`src/hdl/sac_pkg.sv`:
```
// Shared types and constants of the session admission control block.
// No dependencies; every other file but sac_if imports it.
`default_nettype none
package sac_pkg;

	localparam int STORE_DEPTH_DEF   = 256;
	localparam int SESSION_COUNT_DEF = 256;

	localparam logic [31:0] WINDOW_RST = 32'd1000;
	localparam logic [31:0] PERIOD_RST = 32'd100;
	localparam logic [23:0] TARGET_RST = 24'd65536;
	localparam logic [23:0] MAX_RST    = 24'd131072;

	localparam logic [7:0] REG_WINDOW_TICKS  = 8'd0;
	localparam logic [7:0] REG_SAMPLE_PERIOD = 8'd1;
	localparam logic [7:0] REG_TARGET_BYTES  = 8'd2;
	localparam logic [7:0] REG_MAX_BYTES     = 8'd3;

	typedef struct packed {
		logic clr_step;
		logic latch_in;
		logic resample;
		logic rec_rd;
		logic pop;
		logic sess_dec;
		logic snap;
		logic under;
		logic set_flag;
		logic scan_start;
		logic scan_step;
		logic apply_blk;
		logic push_wr;
		logic push_upd;
		logic mark_ovf;
		logic mark_acc;
		logic out_load;
	} sac_cmd_t;

	typedef struct packed {
		logic clr_done;
		logic sample_due;
		logic count_zero;
		logic rec_old;
		logic sum_under;
		logic sum_under_max;
		logic period_flag;
		logic scan_done;
		logic sid_blocked;
		logic store_full;
		logic out_free;
	} sac_sts_t;

endpackage
`default_nettype wire

```
`src/hdl/sac_ctrl.sv`:
```
// Sequencer of the admission block: steps one item through prune, decide, scan and store.
// Depends on sac_pkg.
`default_nettype none
module sac_ctrl import sac_pkg::*; (
	input  wire logic     clk,
	input  wire logic     arst_n,
	input  wire logic     pkt_valid,
	output logic          pkt_ready,
	input  wire sac_sts_t sts,
	output sac_cmd_t      cmd
);

	typedef enum logic [4:0] {
		S_CLEAR, S_IDLE, S_CHECK, S_PRUNE_RD, S_PRUNE_CHK, S_PRUNE_UPD, S_SNAP,
		S_DECIDE, S_SCAN, S_APPLY, S_CHECK_BLK, S_PUSH, S_DROP_CHK, S_DROP_UPD,
		S_PUSH_WR, S_PUSH_UPD, S_FINISH
	} state_t;

	state_t state_q, state_d;

	always_comb begin
		cmd     = '0;
		state_d = state_q;
		unique case (state_q)
			S_CLEAR: begin
				if (sts.clr_done) state_d = S_IDLE;
				else cmd.clr_step = 1'b1;
			end
			S_IDLE: begin
				if (pkt_valid) begin
					cmd.latch_in = 1'b1;
					state_d      = S_CHECK;
				end
			end
			S_CHECK: begin
				if (sts.sample_due) begin
					cmd.resample = 1'b1;
					state_d      = S_PRUNE_RD;
				end else begin
					state_d = S_DECIDE;
				end
			end
			S_PRUNE_RD: begin
				if (sts.count_zero) state_d = S_SNAP;
				else begin
					cmd.rec_rd = 1'b1;
					state_d    = S_PRUNE_CHK;
				end
			end
			S_PRUNE_CHK: begin
				if (sts.rec_old) begin
					cmd.pop = 1'b1;
					state_d = S_PRUNE_UPD;
				end else begin
					state_d = S_SNAP;
				end
			end
			S_PRUNE_UPD: begin
				cmd.sess_dec = 1'b1;
				state_d      = S_PRUNE_RD;
			end
			S_SNAP: begin
				cmd.snap = 1'b1;
				state_d  = S_DECIDE;
			end
			S_DECIDE: begin
				if (sts.sum_under) begin
					cmd.under    = 1'b1;
					cmd.mark_acc = 1'b1;
					state_d      = S_PUSH;
				end else if (sts.sum_under_max) begin
					if (!sts.period_flag) begin
						cmd.set_flag   = 1'b1;
						cmd.scan_start = 1'b1;
						state_d        = S_SCAN;
					end else begin
						state_d = S_CHECK_BLK;
					end
				end else begin
					state_d = S_FINISH;
				end
			end
			S_SCAN: begin
				if (sts.scan_done) state_d = S_APPLY;
				else cmd.scan_step = 1'b1;
			end
			S_APPLY: begin
				cmd.apply_blk = 1'b1;
				state_d       = S_CHECK_BLK;
			end
			S_CHECK_BLK: begin
				if (sts.sid_blocked) state_d = S_FINISH;
				else begin
					cmd.mark_acc = 1'b1;
					state_d      = S_PUSH;
				end
			end
			S_PUSH: begin
				if (sts.store_full) begin
					cmd.mark_ovf = 1'b1;
					cmd.rec_rd   = 1'b1;
					state_d      = S_DROP_CHK;
				end else begin
					state_d = S_PUSH_WR;
				end
			end
			S_DROP_CHK: begin
				cmd.pop = 1'b1;
				state_d = S_DROP_UPD;
			end
			S_DROP_UPD: begin
				cmd.sess_dec = 1'b1;
				state_d      = S_PUSH_WR;
			end
			S_PUSH_WR: begin
				cmd.push_wr = 1'b1;
				state_d     = S_PUSH_UPD;
			end
			S_PUSH_UPD: begin
				cmd.push_upd = 1'b1;
				state_d      = S_FINISH;
			end
			S_FINISH: begin
				if (sts.out_free) begin
					cmd.out_load = 1'b1;
					state_d      = S_IDLE;
				end
			end
			default: state_d = S_IDLE;
		endcase
	end

	always_ff @(posedge clk or negedge arst_n) begin
		if (!arst_n) state_q <= S_CLEAR;
		else state_q <= state_d;
	end

	assign pkt_ready = (state_q == S_IDLE);

endmodule
`default_nettype wire

```
`config.mk`:
```
export PLATFORM = sky130hd
export DESIGN_NAME = sac_ctrl
export DESIGN_NICKNAME = d
export VERILOG_FILES = /design/src/hdl/sac_pkg.sv /design/src/hdl/sac_ctrl.sv
export SDC_FILE = /design/constraint.sdc
export NUM_CORES = 1
export LEC_CHECK = 0
export BUFFER_PORTS_ARGS = -buffer_cell sky130_fd_sc_hd__buf_2
export CAP_MARGIN = 25
export CORE_MARGIN = 2
export CORE_UTILIZATION = 46
export DETAILED_ROUTE_END_ITERATION = 6
export PLACE_DENSITY = 0.89
export SLEW_MARGIN = 20
export SYNTH_ARGS = -nofsm -noshare
export SYNTH_HDL_FRONTEND = slang
export SYNTH_SLANG_ARGS = --single-unit
export TNS_END_PERCENT = 5
```
`constraint.sdc`:
```
create_clock -name clk -period 3.1 [get_ports clk]
set_clock_uncertainty 0.15 [all_clocks]
set_input_delay 0.31 -clock clk [delete_from_list [all_inputs] [get_ports clk]]
set_output_delay 0.31 -clock clk [all_outputs]
set_load 0.02 [all_outputs]
```
==> results of run 1 <==
[metrics by stage]
step / std cells / hold WS [ns] / setup WS (ns) / instance area, sq um / total power, mW
after CTS: 125 / 0.233 / 0.560 / 761 / 0.736
after detailed placement: 120 / -0.0200 / 0.830 / 724 / 0.659
after global routing: 125 / 0.259 / 0.397 / 761 / 0.795
after floorplan: 81 / -0.136 / 0.627 / 599 / 0.576
final: 125 / 0.231 / 0.528 / 761 / 0.744
after global placement: 120 / -0.0268 / 0.894 / 724 / 0.648
[timing repair]
| item | 4_1_cts | 5_1_grt |
|---|---|---|
| resized for setup | 0 | 0 |
| hold buffers | 1 | 0 |
| hold endpoints to repair | 5 | 0 |
[worst reg2reg max path: cells and delay by family, from the launching register on]
family                 cells  cell delay (ns)
AOI/OAI and AO/OA          3             0.73
DFF                        1             0.56
buffers and inverters      1             0.34
[worst paths after layout]
check                                               to  slack (ns)  depth (start not counted)
min in group asynchronous       state_q[1]$_DFFE_PN0P_        0.26                          2
worst max register to register  state_q[1]$_DFFE_PN0P_        1.23                          4
worst min register to register  state_q[2]$_DFFE_PN0P_        0.52                          1
worst min-delay path            state_q[2]$_DFFE_PN0P_        0.23                          4
worst max-delay path                            cmd[7]        0.53                          4
max in group asynchronous       state_q[3]$_DFFE_PN0P_        2.40                          2
[routing by layer]
metal	vias to the layer above	GRT usage, %	wire, um
met3	0	3.33	115
met2	34	34.3	833
met5	-	0	0
met1	324	28.0	688
li1	352	-	-
met4	0	12.1	0
[kinds of logic after synthesis]
logic type / share of synthesized area (%)
compound gates: 20.9
xor+xnor: 1.46
buf+inv: 10.0
flops: 20.9
mux: 2.50
simple gates: 44.3
[report_power, final]
group | switching (mW) | total (mW) | internal (mW)
clock | 0.0292 | 0.0780 | 0.0488
sequential | 0.116 | 0.212 | 0.0956
combinational | 0.258 | 0.454 | 0.196
[area by class of cell]
type / instances / area (sq um) / share of cell area, %
multi-input combinational: 66 / 414 / 54.4
timing repair buffer: 32 / 165 / 21.7
sequential: 5 / 125 / 16.4
clock buffer: 4 / 26.3 / 3.45
inverter: 3 / 11.3 / 1.48
tap: 15 / 18.8 / 2.47
[layout by cell type (no fill, tap or decap), drive strengths merged, types with 2 or more instances in the layout]
cell type,instances
or3,2
inv,2
nand2,7
nor2,15
o21ai,2
nor4,6
nor3,6
a21oi,2
or2,3
dfrtp,5
a221oi,2
and2,2
nand3,2
nand2b,2
clkbuf,4
buf,31
==> qor.yml, run 1 <==
drive_above_1_share_pct: 39.1
num_vias: 710
yosysTopAreaCell: "dfrtp_1"
synth_warnings: 0
drt_pre_antenna_iters: 4
slew-limit-headroom_pct: 63.6
slowest_delay_ns: 0.68
gr-total-overflow: 0
vias_per_cell: 5.68
wl_per_cell_um: 13.1
antenna_found_initial: 0
track_usage_pct: 21.8
clock_sinks: 5
final_util_pct: 60.7
syn_area_per_cell_sq_um: 7.40
clkTransAtPathRegs_ns: 0.05
finalHoldViolations: 0
yosys-top-cells-count: "nor2_1, nand2_1, dfrtp_1, nor3_1, nor4_1"
maxSlewViolCount: 0
dieArea_sq_mm: 0.00161
netlist.area_leader.share_pct: 20.9
cts.path.max_buffers: 2
synth.most_common_cell: "nor2_1"
critPathBufInv: 1
fin_nets: 125
drt_iter0_drc: 23
grt_pass1_vias: 577
ys_seq_area_share_pct: 20.9
grt_max_degree: 18
largestRegisters: "state_q x5"
cp-end-kind: "output pin"
peakVddDrop_mv: 0.492
critPathKind: "reg2out"
timing.final.crit_share_pct: 83.0
synthCells: 81
syn_area_sq_um: 599
yosysUniqueCellTypes: 37
areaGrowthSynthToFinish_pct: 26.9
largest_reg_flops: 5
clock_insertion_delay_worst_skew_ns: 0.25
ys.flop_type: "dfrtp_1"
crit_chain: "nand2_1 -> or3_1 -> nor4b_1 -> buf_2"
fmax_mhz: 389
cp-start-kind: "flop"
critPathLaunch: "state_q[1]$_DFFE_PN0P_"
postCtsSetupBuffers: 0
fin_tns_setup_ns: 0
die_w_um: 40.1
min_path_type: "in2reg"
drtAntennaViolNets: 0
cts_max_level: 1
crit_slowest_cell: "dfrtp_1"
r2r-start: "state_q[3]$_DFFE_PN0P_"
period_needed_ns: 2.57
initial_core_util_pct: 47.9
powerDensity_mw_per_mm2: 978
fillCellCount: 125
io_buffers: 31
outcome: "finished, final reports clean"
holdCritStartpoint: "sts[9]"
regMostFlops: "state_q"
cts-buffers-inserted: 3
cp_data_required_time_ns: 2.64
diodes: 0
gp_congestion: 0.869
grt_pass1_wl_um: 2350
io_pins: 32
hpwl_um: 1250
maxCapViolations: 0
syn-num-nets: 95
p_leak_nw: 0.371
setup_viol: 0
cts_root_buf: "clkbuf_4"
drt-total-wl_um: 1640
crit_fanout: 17
synthTopCellsByArea: "dfrtp_1, nor2_1, nor4_1"
rsz0062_at_grt: "no"
coreArea_sq_mm: 0.00125
ys_ff_latch: 5
cpLargestDelayFamily: "simple AND/OR/NAND/NOR gates"
die_h_um: 40.1
drt_drc_violations_left: 0
cts_tree: "done"
std_cell_rows: 13
cp.arrival_ns: 2.11
ys_async_sr_fraction_pct: 100
synth-edff-count: 0
worstMarginPinSlew_ns: 0.546
(Power assumes the default switching activity.)
==> run 2, diff against run 1 <==
CORE_UTILIZATION = 39   (was 46)
PLACE_DENSITY = 0.81   (was 0.89)
clock period = 2.15 ns   (was 3.1 ns; I/O delays follow)
==> qor.yml, run 2 (synthesized netlist as in run 1, its figures left out) <==
critPathKind: "reg2out"
gp_congestion: 0.805  # -7.3%
drive_above_1_share_pct: 47.4  # +8.3 points
cp.arrival_ns: 1.67  # -0.44 ns
io_pins: 32  # unchanged
setup_viol: 0  # unchanged
cts_root_buf: "clkbuf_4"
layout_common_cells: "buf_2, nor2_1, nand2_1"
fin_tns_setup_ns: 0  # unchanged
clkTransAtPathRegs_ns: 0.04  # about the same
rsz0062_at_grt: "no"
grt_pass1_wl_um: 2790  # +18%
finalHoldViolations: 0  # unchanged
dieArea_sq_mm: 0.00187  # +16%
peakVddDrop_mv: 0.665  # +35%
period_needed_ns: 2.04
regMostFlops: "state_q"
seq_area_sq_um: 129  # +3.0%
drtAntennaViolNets: 0  # unchanged
cts_max_level: 1  # unchanged
fin_nets: 129  # +3.2%
cp_data_required_time_ns: 1.78  # -0.86 ns
outcome: "finished, final reports clean"
drt_iter0_drc: 20  # -13%
largest_reg_flops: 5  # unchanged
areaGrowthSynthToFinish_pct: 36.5
die_h_um: 43.2  # +7.7%
slew-limit-headroom_pct: 75.7  # +12 points
maxSlewViolCount: 0  # unchanged
cts.path.max_buffers: 2  # unchanged
num_vias: 716  # +0.85%
drt_drc_violations_left: 0  # unchanged
powerDensity_mw_per_mm2: 1410  # +44%
grt_pass1_vias: 663  # +15%
std_cell_rows: 14  # +1
postCtsSetupBuffers: 0  # unchanged
antenna_found_initial: 0  # unchanged
drt-total-wl_um: 1670  # +1.8%
clock_insertion_delay_worst_skew_ns: 0.24  # about the same
diodes: 0  # unchanged
multi_input_area_sq_um: 433  # +4.5%
cts-buffers-inserted: 3  # unchanged
timing.final.crit_share_pct: 94.8
wl_per_cell_um: 12.8  # -2.1%
crit_fanout: 6  # -11
hpwl_um: 1320  # +5.6%
gr-total-overflow: 0  # unchanged
track_usage_pct: 19.8  # -1.9 points
clock_sinks: 5  # unchanged
timing.hold.ws_ns: 0.121  # -0.110 ns
coreArea_sq_mm: 0.00147  # +17%
fillCellCount: 147  # +18%
p_leak_nw: 0.391  # +5.4%
initial_core_util_pct: 40.7  # -7.1 points
layout_commonest_cell: "buf_2"
maxCapViolations: 0  # unchanged
fmax_mhz: 491
cp-end-kind: "output pin"
worstMarginPinSlew_ns: 0.361  # -0.185 ns
drt_pre_antenna_iters: 4  # unchanged
min_path_type: "in2reg"
io_buffers: 31  # unchanged
die_w_um: 43.2  # +7.7%
grt_max_degree: 17  # -1
cts_tree: "done"
vias_per_cell: 5.51  # -3.0%
largestRegisters: "state_q x5"
cp-start-kind: "flop"
==> run 2: per-layer routing <==
layer | track usage [%] | part of all wire [%] | vias to the layer above
met5 | 0 | 0 | -
met1 | 24.5 | 42 | 323
li1 | - | - | 363
met4 | 10.9 | 1.3 | 0
met2 | 31.0 | 50 | 27
met3 | 5.11 | 6.8 | 3
==> run 2: path summary, 6_finish.rpt <==
| path | endpoint | slack (ns) | startpoint | cells after the start |
|---|---|---|---|---|
| worst min-delay path | state_q[3]$_DFFE_PN0P_ | 0.12 | sts[5] | 3 |
| worst max register to register | state_q[1]$_DFFE_PN0P_ | 0.41 | state_q[3]$_DFFE_PN0P_ | 4 |
| max in group asynchronous | state_q[0]$_DFFE_PN0P_ | 1.55 | arst_n | 2 |
| min in group asynchronous | state_q[3]$_DFFE_PN0P_ | 0.16 | arst_n | 2 |
| worst min register to register | state_q[2]$_DFFE_PN0P_ | 0.55 | state_q[4]$_DFFE_PN0P_ | 2 |
| worst max-delay path | cmd[7] | 0.11 | state_q[4]$_DFFE_PN0P_ | 4 |
==> run 2: per-stage QoR <==
step	instances	util, %	cell area [sq um]	setup WS, ns	total power, mW
after detailed placement	125	51.8	762	0.270	1.01
after global routing	130	55.6	818	0.0241	1.26
after global placement	125	51.8	762	0.315	0.987
after floorplan	81	-	606	0.102	0.833
final	130	55.6	818	0.111	1.15
after CTS	130	54.3	798	0.00300	1.12
==> run 2: report_power, final <==
part,switching [mW],internal [mW]
clock network,0.0376,0.0701
registers,0.0874,0.146
logic,0.469,0.345
total,0.594,0.561
==> run 2: worst max-delay path, stage by stage, from the launching register on <==
cell      delay (ns)
dfrtp_1         0.43
nand2b_4        0.19
or3_4           0.36
nor4b_2         0.24
buf_2           0.21
==> run 2: area by class of cell <==
| cell class | instances | area share, % |
|---|---|---|
| Sequential cell | 5 | 15.7 |
| Inverter | 3 | 1.83 |
| Tap cell | 16 | 2.45 |
| Timing Repair Buffer | 36 | 23.9 |
| Clock buffer | 4 | 3.21 |
| Multi-Input combinational cell | 66 | 52.9 |
==> run 2: what timing repair did <==
action | CTS | global route
hold endpoints to repair | 5 | 0
hold buffers | 1 | 0
endpoints found under the setup margin | 0 | 6
gates resized for setup | 0 | 7
==> run 3, diff against run 2 <==
ABC_AREA = 1   (was unset)
CORE_UTILIZATION = 40   (was 39)
CTS_BUF_LIST = sky130_fd_sc_hd__clkbuf_16   (was unset)
PLACE_DENSITY = 0.8   (was 0.81)
==> qor.yml, run 3 <==
grt_pass1_vias: 790  # +19%
drtAntennaViolNets: 0  # unchanged
cp-end-kind: "output pin"
ctsResizeCount: 0  # unchanged
gr-total-overflow: 0  # unchanged
antenna_found_initial: 0  # unchanged
syn-num-nets: 132  # +39%
critPathLaunch: "state_q[4]$_DFFE_PN0P_"
worstMarginPinSlew_ns: 0.448  # +0.0865 ns
dieArea_sq_mm: 0.00201  # +7.9%
fillCellCount: 154  # +4.8%
die_h_um: 44.9  # +3.9%
cp_data_required_time_ns: 1.78  # about the same
ys.flop_type: "dfrtp_1"
fin_nets: 167  # +29%
period_needed_ns: 2.05  # +0.00716 ns
yosysTopAreaCell: "dfrtp_1"
crit_fanout: 14  # +8
drt_pre_antenna_iters: 4  # unchanged
setup_viol: 0  # unchanged
cts-buffers-inserted: 3  # unchanged
synthCells: 118  # +46%
ys_async_sr_fraction_pct: 100  # unchanged
vias_per_cell: 5.42  # -1.7%
diodes: 0  # unchanged
syn_area_sq_um: 668  # +11%
grt_pass1_wl_um: 3420  # +23%
timing.final.crit_share_pct: 95.2  # +0.33 points
largestRegisters: "state_q x5"
initial_core_util_pct: 43.3  # +2.6 points
syn_area_per_cell_sq_um: 5.66  # -23%
synth_warnings: 0  # unchanged
io_buffers: 31  # unchanged
cts_root_buf: "clkbuf_16"
wl_per_cell_um: 11.8  # -8.1%
cp.arrival_ns: 1.68  # about the same
yosysUniqueCellTypes: 21  # -43%
outcome: "finished, final reports clean"
layout_commonest_cell: "buf_2"
drt_iter0_drc: 49  # +150%
fin_tns_setup_ns: 0  # unchanged
clock_insertion_delay_worst_skew_ns: 0.23  # about the same
synth.most_common_cell: "inv_1"
die_w_um: 44.9  # +3.9%
setup_slack_ns: 0.104  # -0.00716 ns
regMostFlops: "state_q"
ys_seq_area_share_pct: 18.7  # -2.2 points
p_leak_nw: 0.603  # +54%
r2r-start: "state_q[0]$_DFFE_PN0P_"
layout_common_cells: "buf_2, inv_1, nor2_1"
dpl_worst_slack_ns: 0.398  # +0.127 ns
areaGrowthSynthToFinish_pct: 37.6
drt-total-wl_um: 1980  # +19%
cts.path.max_buffers: 2  # unchanged
drive_above_1_share_pct: 30.9  # -16 points
slew-limit-headroom_pct: 70.0  # -5.7 points
coreArea_sq_mm: 0.00154  # +4.8%
hpwl_um: 1570  # +19%
fmax_mhz: 489  # -0.35%
synthTopCellsByArea: "dfrtp_1, inv_1, nor2_1"
peakVddDrop_mv: 0.919  # +38%
netlist.area_leader.share_pct: 18.7  # -2.2 points
maxSlewViolCount: 0  # unchanged
clkTransAtPathRegs_ns: 0.03  # about the same
ys_ff_latch: 5  # unchanged
cts_max_level: 1  # unchanged
rsz0062_at_grt: "no"
std_cell_rows: 14  # unchanged
finalHoldViolations: 0  # unchanged
synth-edff-count: 0  # unchanged
num_vias: 910  # +27%
largest_reg_flops: 5  # unchanged
track_usage_pct: 22.6  # +2.8 points
yosys-top-cells-count: "inv_1, nor2_1, nand2_1"
drt_drc_violations_left: 0  # unchanged
clock_sinks: 5  # unchanged
holdCritStartpoint: "sts[9]"
powerDensity_mw_per_mm2: 1260  # -11%
cp-start-kind: "flop"
critPathKind: "reg2out"
grt_max_degree: 15  # -2
gp_congestion: 0.976  # +21%
io_pins: 32  # unchanged
maxCapViolations: 0  # unchanged
min_path_type: "in2reg"
postCtsSetupBuffers: 0  # unchanged
cts_tree: "done"
hold_buffers: 1  # unchanged
## run 3: stage by stage
stage / std cells / instance area (sq um) / power [mW] / hold slack [ns] / util (%)
final: 168 / 920 / 1.16 / 0.0958 / 59.7
after global routing: 168 / 920 / 1.26 / 0.102 / 59.7
after CTS: 168 / 920 / 1.15 / 0.0992 / 59.7
after detailed placement: 163 / 831 / 0.844 / -0.120 / 53.9
after global placement: 163 / 831 / 0.835 / -0.121 / 53.9
after floorplan: 118 / 674 / 0.672 / -0.231 / -
## run 3: report_power, final
| part | switching, mW | internal [mW] | total, mW |
|---|---|---|---|
| registers | 0.0713 | 0.131 | 0.202 |
| clock network | 0.0578 | 0.241 | 0.298 |
| logic | 0.447 | 0.209 | 0.656 |
| total | 0.576 | 0.580 | 1.16 |
## run 3: layout make-up
| type | count | area, sq um | area share [%] |
|---|---|---|---|
| timing repair buffer | 32 | 165 | 18.0 |
| sequential | 5 | 125 | 13.6 |
| clock inverter | 1 | 3.75 | 0.408 |
| multi-input combinational | 84 | 429 | 46.7 |
| inverter | 27 | 101 | 11.0 |
| clock buffer | 3 | 75.1 | 8.16 |
| tap | 16 | 20.0 | 2.18 |
## run 3: layer usage
layer | up-vias | global-route usage (%) | part of all wire, %
met1 | 395 | 30.8 | 39
met2 | 59 | 34.8 | 46
li1 | 450 | - | -
met5 | - | 0 | 0
met4 | 0 | 9.41 | 2.1
met3 | 6 | 4.80 | 12
## run 3: cell families after synthesis
| family | after synthesis | share of synthesized area [%] |
|---|---|---|
| and+or+nand+nor | 76 | 55.1 |
| buffers and inverters | 29 | 18.0 |
| AOI/OAI and AO/OA | 8 | 8.24 |
| DFF | 5 | 18.7 |
## run 3: critical path, cell delays in order, from the launching register on
cell and delay [ns]:
dfrtp_1 0.45, inv_2 0.22, nand3_1 0.20, nor2_1 0.18
inv_1 0.09, o32ai_1 0.10, buf_2 0.20
## run 3: final timing paths
kind | to | slack [ns] | cells after the start
max reg2reg | state_q[1]$_DFFE_PN0P_ | 0.51 | 6
max in group asynchronous | state_q[1]$_DFFE_PN0P_ | 1.50 | 2
min in group asynchronous | state_q[3]$_DFFE_PN0P_ | 0.22 | 2
max | cmd[13] | 0.10 | 6
min reg2reg | state_q[0]$_DFFE_PN0P_ | 0.51 | 2
min | state_q[2]$_DFFE_PN0P_ | 0.1 | 2
